File: src/sv/csvt_pkg.sv
// CSV tokenizer package: character codes, parser state encoding and the
// structs shared by the parser state machine and the top level.
// No dependencies.
package csvt_pkg;

  // Character codes the parser reacts to
  localparam logic [7:0] CH_COMMA = 8'h2C;
  localparam logic [7:0] CH_CR    = 8'h0D;
  localparam logic [7:0] CH_LF    = 8'h0A;
  localparam logic [7:0] CH_QUOTE = 8'h22;

  // Parser states; the two unused codes behave as ST_DATA
  typedef enum logic [2:0] {
    ST_DATA     = 3'd0,
    ST_DATA_CR  = 3'd1,
    ST_FIELD    = 3'd2,
    ST_QUOTED   = 3'd3,
    ST_QUOTE_IN = 3'd4,
    ST_QUOTE_CR = 3'd5
  } state_t;

  // One result item as produced by the parser
  typedef struct packed {
    logic       valid;
    logic [7:0] data;
    logic       byte_valid;
    logic       field_end;
    logic       record_end;
  } result_t;

endpackage

File: src/sv/csvt_fsm.sv
// CSV parser state machine: parser state registers and the combinational
// next-state and result logic for one byte or end-of-input item.
// Depends on csvt_pkg.
module csvt_fsm (
  input  logic               clk,
  input  logic               rst_n,
  input  logic               adv,
  input  logic [7:0]         in_byte,
  input  logic               in_eoi,
  output csvt_pkg::result_t  res
);

  csvt_pkg::state_t state_r, state_nxt;
  logic fhb_r, fhb_nxt;
  logic rhf_r, rhf_nxt;
  logic lwc_r, lwc_nxt;

  // Hold parser state; advance only when the held item moves on
  always_ff @(posedge clk) begin
    if (!rst_n) begin
      state_r <= csvt_pkg::ST_DATA;
      fhb_r   <= 1'b0;
      rhf_r   <= 1'b0;
      lwc_r   <= 1'b0;
    end else if (adv) begin
      state_r <= state_nxt;
      fhb_r   <= fhb_nxt;
      rhf_r   <= rhf_nxt;
      lwc_r   <= lwc_nxt;
    end
  end

  // Next state and result; reconsumed bytes resolve through eff_state
  always_comb begin
    csvt_pkg::state_t eff_state;
    logic is_comma, is_cr, is_lf, is_quote, is_delim, done;
    logic in_data, fe, rec;

    is_comma  = (in_byte == csvt_pkg::CH_COMMA);
    is_cr     = (in_byte == csvt_pkg::CH_CR);
    is_lf     = (in_byte == csvt_pkg::CH_LF);
    is_quote  = (in_byte == csvt_pkg::CH_QUOTE);
    is_delim  = is_comma || is_cr || is_lf;
    state_nxt = state_r;
    fhb_nxt   = fhb_r;
    rhf_nxt   = rhf_r;
    lwc_nxt   = lwc_r;
    res       = '0;
    eff_state = state_r;
    done      = 1'b0;
    in_data   = (state_r == csvt_pkg::ST_DATA) || (state_r > csvt_pkg::ST_QUOTE_CR);
    fe        = fhb_r || (in_data && lwc_r) || (state_r == csvt_pkg::ST_FIELD) ||
                (state_r == csvt_pkg::ST_QUOTED) || (state_r == csvt_pkg::ST_QUOTE_IN);
    rec       = rhf_r || fe;

    if (in_eoi) begin
      // Flush the open field and record, then drop back to reset state
      state_nxt      = csvt_pkg::ST_DATA;
      fhb_nxt        = 1'b0;
      rhf_nxt        = 1'b0;
      lwc_nxt        = 1'b0;
      res.valid      = rec;
      res.field_end  = fe;
      res.record_end = rec;
    end else begin
      lwc_nxt = is_comma;

      // First pass: states that pass the byte on to another state
      unique case (state_r)
        csvt_pkg::ST_DATA_CR: begin
          if (is_lf) begin
            state_nxt = csvt_pkg::ST_DATA;
            done      = 1'b1;
          end else begin
            eff_state = csvt_pkg::ST_DATA;
          end
        end
        csvt_pkg::ST_QUOTE_CR: begin
          if (is_lf) begin
            state_nxt = csvt_pkg::ST_QUOTED;
            done      = 1'b1;
          end else begin
            eff_state = csvt_pkg::ST_QUOTED;
          end
        end
        csvt_pkg::ST_FIELD, csvt_pkg::ST_QUOTE_IN: begin
          if (is_delim) begin
            eff_state = csvt_pkg::ST_DATA;
          end
        end
        csvt_pkg::ST_DATA, csvt_pkg::ST_QUOTED: begin
          eff_state = state_r;
        end
        default: begin
          eff_state = csvt_pkg::ST_DATA;
        end
      endcase

      // Second pass: consume the byte
      if (!done) begin
        unique case (eff_state)
          csvt_pkg::ST_FIELD: begin
            state_nxt      = csvt_pkg::ST_FIELD;
            fhb_nxt        = 1'b1;
            res.valid      = 1'b1;
            res.byte_valid = 1'b1;
            res.data       = in_byte;
          end
          csvt_pkg::ST_QUOTED: begin
            if (is_quote) begin
              state_nxt = csvt_pkg::ST_QUOTE_IN;
            end else begin
              state_nxt      = is_cr ? csvt_pkg::ST_QUOTE_CR : csvt_pkg::ST_QUOTED;
              fhb_nxt        = 1'b1;
              res.valid      = 1'b1;
              res.byte_valid = 1'b1;
              res.data       = is_cr ? csvt_pkg::CH_LF : in_byte;
            end
          end
          csvt_pkg::ST_QUOTE_IN: begin
            // Doubled quote stays quoted; stray text continues unquoted
            state_nxt      = is_quote ? csvt_pkg::ST_QUOTED : csvt_pkg::ST_FIELD;
            fhb_nxt        = 1'b1;
            res.valid      = 1'b1;
            res.byte_valid = 1'b1;
            res.data       = in_byte;
          end
          default: begin
            if (is_delim) begin
              state_nxt      = is_cr ? csvt_pkg::ST_DATA_CR : csvt_pkg::ST_DATA;
              fhb_nxt        = 1'b0;
              rhf_nxt        = is_comma;
              res.valid      = 1'b1;
              res.field_end  = 1'b1;
              res.record_end = !is_comma;
            end else if (is_quote) begin
              state_nxt = csvt_pkg::ST_QUOTED;
            end else begin
              state_nxt      = csvt_pkg::ST_FIELD;
              fhb_nxt        = 1'b1;
              res.valid      = 1'b1;
              res.byte_valid = 1'b1;
              res.data       = in_byte;
            end
          end
        endcase
      end
    end
  end

endmodule

File: src/sv/csv_byte_tokenizer_top.sv
// CSV byte tokenizer top level: input register, parser state machine and
// result register with valid/ready on both sides.
// Depends on csvt_pkg and csvt_fsm.
//
// Usage:
//   The input channel takes one item per accepted cycle: a raw CSV byte in
//   in_byte, or an end-of-stream mark in in_end_of_input (in_byte ignored).
//   Each item yields zero or one result item: a content byte
//   (out_byte_valid), or a field end (out_field_end) that may carry a record
//   end (out_record_end); an end-of-stream item may yield a field and record end.
//   out_byte reads 0 when no content byte is carried.
//   An accepted item is held in the input register and its result in the
//   result register. One item is accepted every cycle unless a result item
//   stalls; the single parser state update per item sets this rate, and
//   opening quotes, the LF of a CRLF and similar bytes yield no result and
//   simply vanish. When the receiver stalls, the result register holds its
//   item and the input register still moves on while its item yields
//   nothing; otherwise in_ready drops until out_ready returns.
//   Reset (rst_n low, synchronous) empties both registers and puts the
//   parser in its data state with all flags clear. After end of stream the
//   parser returns to the same state.
module csv_byte_tokenizer_top (
  input  logic       clk,
  input  logic       rst_n,
  input  logic       in_valid,
  output logic       in_ready,
  input  logic [7:0] in_byte,
  input  logic       in_end_of_input,
  output logic       out_valid,
  input  logic       out_ready,
  output logic [7:0] out_byte,
  output logic       out_byte_valid,
  output logic       out_field_end,
  output logic       out_record_end
);

  logic              s1_valid_r;
  logic [7:0]        s1_byte_r;
  logic              s1_eoi_r;
  logic              s1_adv;
  logic              out_free;
  logic              out_valid_r;
  logic [7:0]        out_byte_r;
  logic              out_bv_r;
  logic              out_fe_r;
  logic              out_re_r;
  csvt_pkg::result_t res;

  // Move the held item on when its result has somewhere to go
  assign out_free = !out_valid_r || out_ready;
  assign s1_adv   = s1_valid_r && (!res.valid || out_free);
  assign in_ready = !s1_valid_r || s1_adv;

  // Input register
  always_ff @(posedge clk) begin
    if (!rst_n) begin
      s1_valid_r <= 1'b0;
    end else if (in_ready) begin
      s1_valid_r <= in_valid;
    end
  end

  always_ff @(posedge clk) begin
    if (in_valid && in_ready) begin
      s1_byte_r <= in_byte;
      s1_eoi_r  <= in_end_of_input;
    end
  end

  csvt_fsm u_fsm (
    .clk     (clk),
    .rst_n   (rst_n),
    .adv     (s1_adv),
    .in_byte (s1_byte_r),
    .in_eoi  (s1_eoi_r),
    .res     (res)
  );

  // Result register
  always_ff @(posedge clk) begin
    if (!rst_n) begin
      out_valid_r <= 1'b0;
    end else if (out_free) begin
      out_valid_r <= s1_adv && res.valid;
    end
  end

  always_ff @(posedge clk) begin
    if (out_free && s1_adv && res.valid) begin
      out_byte_r <= res.data;
      out_bv_r   <= res.byte_valid;
      out_fe_r   <= res.field_end;
      out_re_r   <= res.record_end;
    end
  end

  assign out_valid      = out_valid_r;
  assign out_byte       = out_byte_r;
  assign out_byte_valid = out_bv_r;
  assign out_field_end  = out_fe_r;
  assign out_record_end = out_re_r;

endmodule

File: config.mk
export PLATFORM = sky130hd
export DESIGN_NAME = csv_byte_tokenizer_top
export DESIGN_NICKNAME = d
export VERILOG_FILES = /design/src/sv/csvt_pkg.sv /design/src/sv/csvt_fsm.sv /design/src/sv/csv_byte_tokenizer_top.sv
export SDC_FILE = /design/constraint.sdc
export NUM_CORES = 1
export LEC_CHECK = 0
export BUFFER_PORTS_ARGS = -buffer_cell sky130_fd_sc_hd__buf_2
export CAP_MARGIN = 20
export CORE_MARGIN = 5
export CORE_UTILIZATION = 30
export CTS_CLUSTER_DIAMETER = 40
export CTS_CLUSTER_SIZE = 8
export DETAILED_ROUTE_END_ITERATION = 10
export GPL_ROUTABILITY_DRIVEN = 0
export HOLD_SLACK_MARGIN = 0.12
export SYNTH_ARGS = -nofsm -noshare
export SYNTH_HDL_FRONTEND = slang
export SYNTH_SLANG_ARGS = --single-unit
File: constraint.sdc
create_clock -name clk -period 2.7 [get_ports clk]
set_clock_uncertainty 0.2 [all_clocks]
set_input_delay 0.27 -clock clk [delete_from_list [all_inputs] [get_ports clk]]
set_output_delay 0.27 -clock clk [all_outputs]
set_load 0.02 [all_outputs]
## Yosys cells after proc, flatten, opt, wreduce, memory -nomap -nowiden

Cells that the tools add are included.

| cells by class | value |
|---|---|
| mux-type cells | 40 |
| equality and inequality tests | 17 |
| reduce and logical (&&, ||, !) cells | 32 |
| order comparisons | 1 |

Operators by type and width:

| operator | count |
|---|---|
| $mux W3 | 11 |
| $mux W10 | 2 |
| $pmux W10 S2 | 1 |
| $eq A8 B4 Y1 const B | 2 |
| $eq A8 B6 Y1 const B | 2 |
| $mux W1 | 16 |
| $eq A3 B2 Y1 const B | 4 |
| $mux W12 | 1 |
| $pmux W3 S4 | 1 |
| $logic_or A1 B1 Y1 | 11 |
| $reduce_or A2 Y1 | 5 |
| $eq A3 B3 Y1 const B | 3 |
| $mux W9 | 1 |
| $pmux W3 S3 | 1 |
| $mux W8 | 1 |
| $ne A4 B3 Y1 const B | 2 |
| $reduce_and A4 Y1 | 2 |
| $logic_and A1 B1 Y1 | 6 |
| $mux W2 | 3 |
| $pmux W3 S2 | 1 |
| $logic_not A1 Y1 | 4 |
| $ne A4 B4 Y1 const B | 1 |
| $eq A3 B1 Y1 const B | 1 |
| $gt A3 B3 Y1 const B | 1 |
| other kinds (7) | 7 |

| word-level totals | value |
|---|---|
| word-level logic and storage cells | 102 |
| flip-flop bits (word level) | 28 |
| output and inout bits | 13 |
| input port bits | 13 |

## Logic depth before layout (Yosys ltp)

| logic depth | value |
|---|---|
| word-level depth | 16 |
| gate-level depth with buffers | 8 |
| mapped depth without buffers | 6 |

## Cells and area by module

Synthesis repeated with hierarchy kept, for this count alone.

| second synthesis, totals | value |
|---|---|
| cells, all modules | 135 |
| area, all modules | 1472.7 µm² |

Modules (own cells, without submodules):

| module | instances | cells an instance | area an instance (µm²) | seq. area each (µm²) |
|---|---|---|---|---|
| csvt_fsm | 1 | 103 | 754.5 | 120.1 |
| csv_byte_tokenizer_top | 1 | 32 | 718.2 | 640.6 |

## Least setup slack after synthesis

No wires, ideal clock.

| path | value |
|---|---|
| path kind | register to register |
| start | reg s1_byte_r[3] |
| end | reg out_byte_r[0], in the netlist out_byte[0] (enable) |
| required time | 2.117 ns |
| arrival time | 1.625 ns |
| stages on the path, launching flop included | 5 |
| setup slack | 0.493 ns |
| buffers on the path | 0 |
| library setup time | 0.383 ns |
| clock period less this slack | 2.207 ns |
| path through | edfxtp_1 -> and4bb_2 -> o211ai_2 -> nand2_1 -> a21oi_1 |

| between the ends | value |
|---|---|
| word-level cells in the longest chain between the ends | 16 |
| elaborated cells between the ends (all ways) | 29 |
| those cells by class | eq/ne: 7; mux: 14; reduce/logical: 8 |

Ends and longest elaborated chain:

| element | RTL line | RTL |
|---|---|---|
| start, declared | csv_byte_tokenizer_top.sv:38 | `logic [7:0] s1_byte_r;` |
| start signal, assigned | csv_byte_tokenizer_top.sv:65 | `s1_byte_r <= in_byte;` |
| $eq A8 B6 Y1 or $eq A8 B4 Y1 (tied branches) | csvt_fsm.sv:39, csvt_fsm.sv:40 |  |
| $logic_or A1 B1 Y1 (2 in series) | csvt_fsm.sv:43 | `is_delim = is_comma \|\| is_cr \|\| is_lf;` |
| $mux W3 | csvt_fsm.sv:87 | `if (is_delim) begin` |
| $pmux W3 S4 | csvt_fsm.sv:69 | `unique case (state_r)` |
| $mux W3 | csvt_fsm.sv:56 | `if (in_eoi) begin` |
| $eq A3 B2 Y1 or $eq A3 B3 Y1 (tied branches) | csvt_fsm.sv:101 | `unique case (eff_state)` |
| $reduce_or A2 Y1 (no line) | n/a |  |
| $pmux W10 S2 | csvt_fsm.sv:101 |  |
| $mux W12 (*) | csvt_fsm.sv:100 | `if (!done) begin` |
| $mux W1 (*) | csvt_fsm.sv:56 |  |
| $logic_not A1 Y1 | csv_byte_tokenizer_top.sv:51 | `assign s1_adv = s1_valid_r && (!res.valid \|\| out_free);` |
| $logic_or A1 B1 Y1 | csv_byte_tokenizer_top.sv:51 |  |
| $logic_and A1 B1 Y1 | csv_byte_tokenizer_top.sv:51 |  |
| $logic_and A1 B1 Y1 | csv_byte_tokenizer_top.sv:89 | `if (out_free && s1_adv && res.valid) begin` |
| $logic_and A1 B1 Y1 (*) | csv_byte_tokenizer_top.sv:89 |  |
| end signal, assigned | csv_byte_tokenizer_top.sv:90 | `out_byte_r <= res.data;` |
| end, declared | csv_byte_tokenizer_top.sv:43 | `logic [7:0] out_byte_r;` |

Mark *: on every way between the ends. The rest lies on a longest branch, timed or not. The select of a mux whose other input is x is not followed.
A chain may end at the register's enable or synchronous reset.

## Final worst setup path

| path | value |
|---|---|
| start | reg u_fsm.state_r[1] |
| end | out in_ready |

| between the ends | value |
|---|---|
| word-level cells in the longest chain between the ends | 13 |
| elaborated cells between the ends (all ways) | 35 |
| those cells by class | order compare: 1; eq/ne: 8; mux: 10; reduce/logical: 16 |

Ends and longest elaborated chain:

| element | RTL line | RTL |
|---|---|---|
| start, declared | csvt_fsm.sv:13 | `csvt_pkg::state_t state_r, state_nxt;` |
| start signal, assigned | csvt_fsm.sv:21 | `state_r <= csvt_pkg::ST_DATA;` |
| start signal, assigned | csvt_fsm.sv:26 | `state_r <= state_nxt;` |
| $eq A3 B2 Y1, or another cell as far along | csvt_fsm.sv:53, csvt_fsm.sv:69 |  |
| $reduce_or A2 Y1 or $logic_or A1 B1 Y1 (tied branches) | csvt_fsm.sv:69, csvt_fsm.sv:51 |  |
| $pmux W3 S4 or $logic_and A1 B1 Y1 (tied branches) | csvt_fsm.sv:69, csvt_fsm.sv:52 |  |
| $mux W3 or $logic_or A1 B1 Y1 (tied branches) | csvt_fsm.sv:56, csvt_fsm.sv:52 |  |
| $eq A3 B2 Y1, or another cell as far along | csvt_fsm.sv:101 |  |
| $reduce_or A2 Y1 (no line) or $logic_or A1 B1 Y1 (tied branches) | n/a |  |
| $pmux W10 S2 or $logic_or A1 B1 Y1 (tied branches) | csvt_fsm.sv:101, csvt_fsm.sv:53 |  |
| $mux W12 or $logic_or A1 B1 Y1 (tied branches) | csvt_fsm.sv:100, csvt_fsm.sv:54 |  |
| $mux W1 (*) | csvt_fsm.sv:56 |  |
| $logic_not A1 Y1 (*) | csv_byte_tokenizer_top.sv:51 |  |
| $logic_or A1 B1 Y1 (*) | csv_byte_tokenizer_top.sv:51 |  |
| $logic_and A1 B1 Y1 (*) | csv_byte_tokenizer_top.sv:51 |  |
| $logic_or A1 B1 Y1 (*) | csv_byte_tokenizer_top.sv:52 | `assign in_ready = !s1_valid_r \|\| s1_adv;` |
| end, declared | csv_byte_tokenizer_top.sv:26 | `output logic in_ready,` |

Marks and branches as above.

==> qor.txt <==
Result of the run: complete, no violations
Portion of synthesized cell area occupied by the leading cell type: 0.381
Remaining global-route overflow: 0
Power per unit of standard cell area: 432 nW/um2
Number of remaining DRC errors: 0
Req. time, crit path: 2.23 ns
Compound-cell area share of the yosys netlist: 0.233
Achievable Freq: 430 MHz
Largest net degree at the start of global routing: 16
Final antenna-violating net count: 0
Number of library cell types mapped by synthesis: 54
Setup TNS: 0 ns
Total GRT Usage: 0.114
Most instantiated flip-flop cell in the synthesis netlist: sky130_fd_sc_hd__edfxtp_1
XOR/XNOR share of the synthesized area: 0.00556
Type of the worst min-delay path: in2reg
WL/cell: 13.7 um
Sum of routed wire length over all layers: 3480 um
Layout Cell Area excl Fill: 1950 um2
Number of buffers inserted during clock tree synthesis: 3
Syn_nets: 159
Most instantiated library cell after synthesis: sky130_fd_sc_hd__edfxtp_1
Num rows: 26
First-pass GRT wire length: 5910 um
Worst hold margin: 0.141 ns
Number of antenna diodes: 0
Area Overhead vs Synth: 23.7%
Fin nets: 199
Placed wire-length estimate: 2560 um
Vias per Instance: 5.11
TritonCTS clock tree: done
Leakage: 0.712 nW
Post-synthesis async set-or-reset flop share: 0
Post-synthesis cell type with the largest combined area: sky130_fd_sc_hd__edfxtp_1
Proportion of layout cells with a drive suffix above 1: 0.259
Synthesis-stage register bit count: 28
Clock net sink count: 28
Final-report max-slew violation count: 0
Horizontal die dimension: 82.5 um
Unrepaired setup endpoints after global routing: false
Most area-consuming cells after synthesis: sky130_fd_sc_hd__edfxtp_1 38%, sky130_fd_sc_hd__dfxtp_1 10%, sky130_fd_sc_hd__nor2b_1 4.0%, sky130_fd_sc_hd__nand2_1 2.4%, sky130_fd_sc_hd__a21oi_1 1.9%
Proportion of synthesized chip area in sequential cells: 0.483
Source-to-sink clock delay at the later pin of the worst-skew pair: 0.28 ns
Bufs on Longest Clock Path: 2
Total of cells resized after clock tree synthesis: 0
Synth Area in Simple Gates: 0.231
Post-placement setup slack: 0.402 ns
Period Utilization, post-route: 0.861
Vias in the first global route: 1237
Total setup violations reported at the end of the flow: 0
Total of max-cap violations: 0
I/O Buffers: 25
Layout filler cell count: 507
Number of instances in the synthesized netlist: 146
Initial antenna violation count: 0
DRT iter0 DRCs: 81
Chip height: 82.5 um
YS warnings: 0
EDFF count, synth: 20
Portion of netlist area occupied by mux cells: 0.00635
Slew margin rel.: 0.685
Max FO, Critical Path: 11
Worst path setup slack after routing: 0.376 ns
Boundary Pins: 26
Arr. time, crit path: 1.85 ns
Category of the most critical setup path: reg2out
Least-Margin Pin Slew: 0.470 ns
Buffers inserted by post-CTS timing repair: 0
CTS clock-pin slew for the worst setup and hold paths: 0.09 ns
Largest family of logic cells by synthesized area: compound AO/OA/AOI/OAI gates
Setup crit end kind: primary output
Post-synthesis average cell area: 10.8 um2
Post-Place Cell Area: 1810 um2
Final count of hold timing violations: 0
First-pass iteration count of the detailed router: 4
Power Total: 843 uW
Crit start category: flip-flop
Area of the mapped netlist: 1580 um2
Number of H-tree levels: 1
Core region area: 5110 um2
Min Clock Period, post-route: 2.32 ns
Worst voltage drop across the vdd grid: 0.000227 V
Via count: 1304
Clock root buffer master: sky130_fd_sc_hd__clkbuf_8
Most instantiated cells after synthesis: 20 x sky130_fd_sc_hd__edfxtp_1, 10 x sky130_fd_sc_hd__nand2_1, 10 x sky130_fd_sc_hd__nor2b_1, 8 x sky130_fd_sc_hd__dfxtp_1, 8 x sky130_fd_sc_hd__inv_1
Initial standard-cell utilization of the core: 0.309
Hold buffers post-CTS: 10
Die ar.: 6800 um2
Adder and majority gate portion of the synthesized area: 0
[routing by layer]
metal / track usage / vias up / wire, um
met2: 0.176 / 51 / 1650
li1: - / 637 / -
met5: 0 / - / 0
met1: 0.155 / 610 / 1550
met4: 0.0539 / 0 / 76
met3: 0.0195 / 6 / 210
[cell usage in the layout, fill, tap and decap left out, types with 2 or more instances in the layout]
master	instances
sky130_fd_sc_hd__edfxtp_1	20
sky130_fd_sc_hd__and4bb_2	2
sky130_fd_sc_hd__a21oi_1	6
sky130_fd_sc_hd__a21boi_0	2
sky130_fd_sc_hd__dfxtp_1	8
sky130_fd_sc_hd__nor2_1	7
sky130_fd_sc_hd__and3_1	2
sky130_fd_sc_hd__or2_1	2
sky130_fd_sc_hd__inv_1	8
sky130_fd_sc_hd__nor2b_1	10
sky130_fd_sc_hd__o21ai_0	6
sky130_fd_sc_hd__dlygate4sd3_1	10
sky130_fd_sc_hd__clkbuf_8	3
sky130_fd_sc_hd__and2_1	4
sky130_fd_sc_hd__nand4_1	4
sky130_fd_sc_hd__o21a_1	2
sky130_fd_sc_hd__a32oi_1	2
sky130_fd_sc_hd__nand2_1	10
sky130_fd_sc_hd__a31oi_1	2
sky130_fd_sc_hd__o31ai_1	3
sky130_fd_sc_hd__o21ai_1	2
sky130_fd_sc_hd__nand3_1	6
sky130_fd_sc_hd__buf_4	7
sky130_fd_sc_hd__buf_2	25
[registers in the layout, summed over array words and instances, names as in the netlist]
name	count
out_valid	1
out_record_end	1
u_fsm.rhf_r	1
u_fsm.state_r	3
out_byte	8
u_fsm.lwc_r	1
s1_byte_r	8
out_byte_valid	1
u_fsm.fhb_r	1
s1_valid_r	1
s1_eoi_r	1
out_field_end	1
[final timing paths]
kind / slack (ns) / endpoint / start / depth (start not counted)
worst min-delay path: 0.14 / out_valid / rst_n / 2
worst min register to register: 0.34 / u_fsm.state_r[2] / u_fsm.state_r[2] / 2
worst max-delay path: 0.38 / in_ready / u_fsm.state_r[1] / 5
worst max register to register: 0.39 / out_record_end / s1_byte_r[4] / 5
[critical path, cell delays in order (launching register included)]
cell                       delay, ns
sky130_fd_sc_hd__dfxtp_1        0.60
sky130_fd_sc_hd__nor2_1         0.13
sky130_fd_sc_hd__a221oi_2       0.38
sky130_fd_sc_hd__a21oi_1        0.14
sky130_fd_sc_hd__nand4_1        0.14
sky130_fd_sc_hd__buf_2          0.18
[kinds of logic (layout without fill, tap and decap cells)]
family          after synthesis  count (layout)
flops                        28              28
buf+inv                      15              54
simple gates                 57              57
mux                           1               1
xor+xnor                      1               1
compound gates               44              44
[through the flow]
stage	utilization	cells
after floorplan	-	146
after global placement	0.354	241
after detailed placement	0.354	241
after CTS	0.382	255
after global routing	0.382	255
final	0.382	255
[power by group]
| group | switching [mW] | internal (mW) | leakage [nW] |
|---|---|---|---|
| clock network | 0.128 | 0.102 | 0.0231 |
| registers | 0.0164 | 0.482 | 0.256 |
| logic | 0.0627 | 0.0518 | 0.433 |
[final cells by class]
class                   instances  area [um2]  area share
flip-flops and latches         28         761       0.390
well taps                      70        87.6      0.0449
clock inverters                 1        3.75     0.00192
clock buffers                   3        41.3      0.0212
repair buffers                 42         278       0.142
multi-input cells             103         749       0.384
inverters                       8        30.0      0.0154
Note: power is estimated with default switching activity, not from simulation.
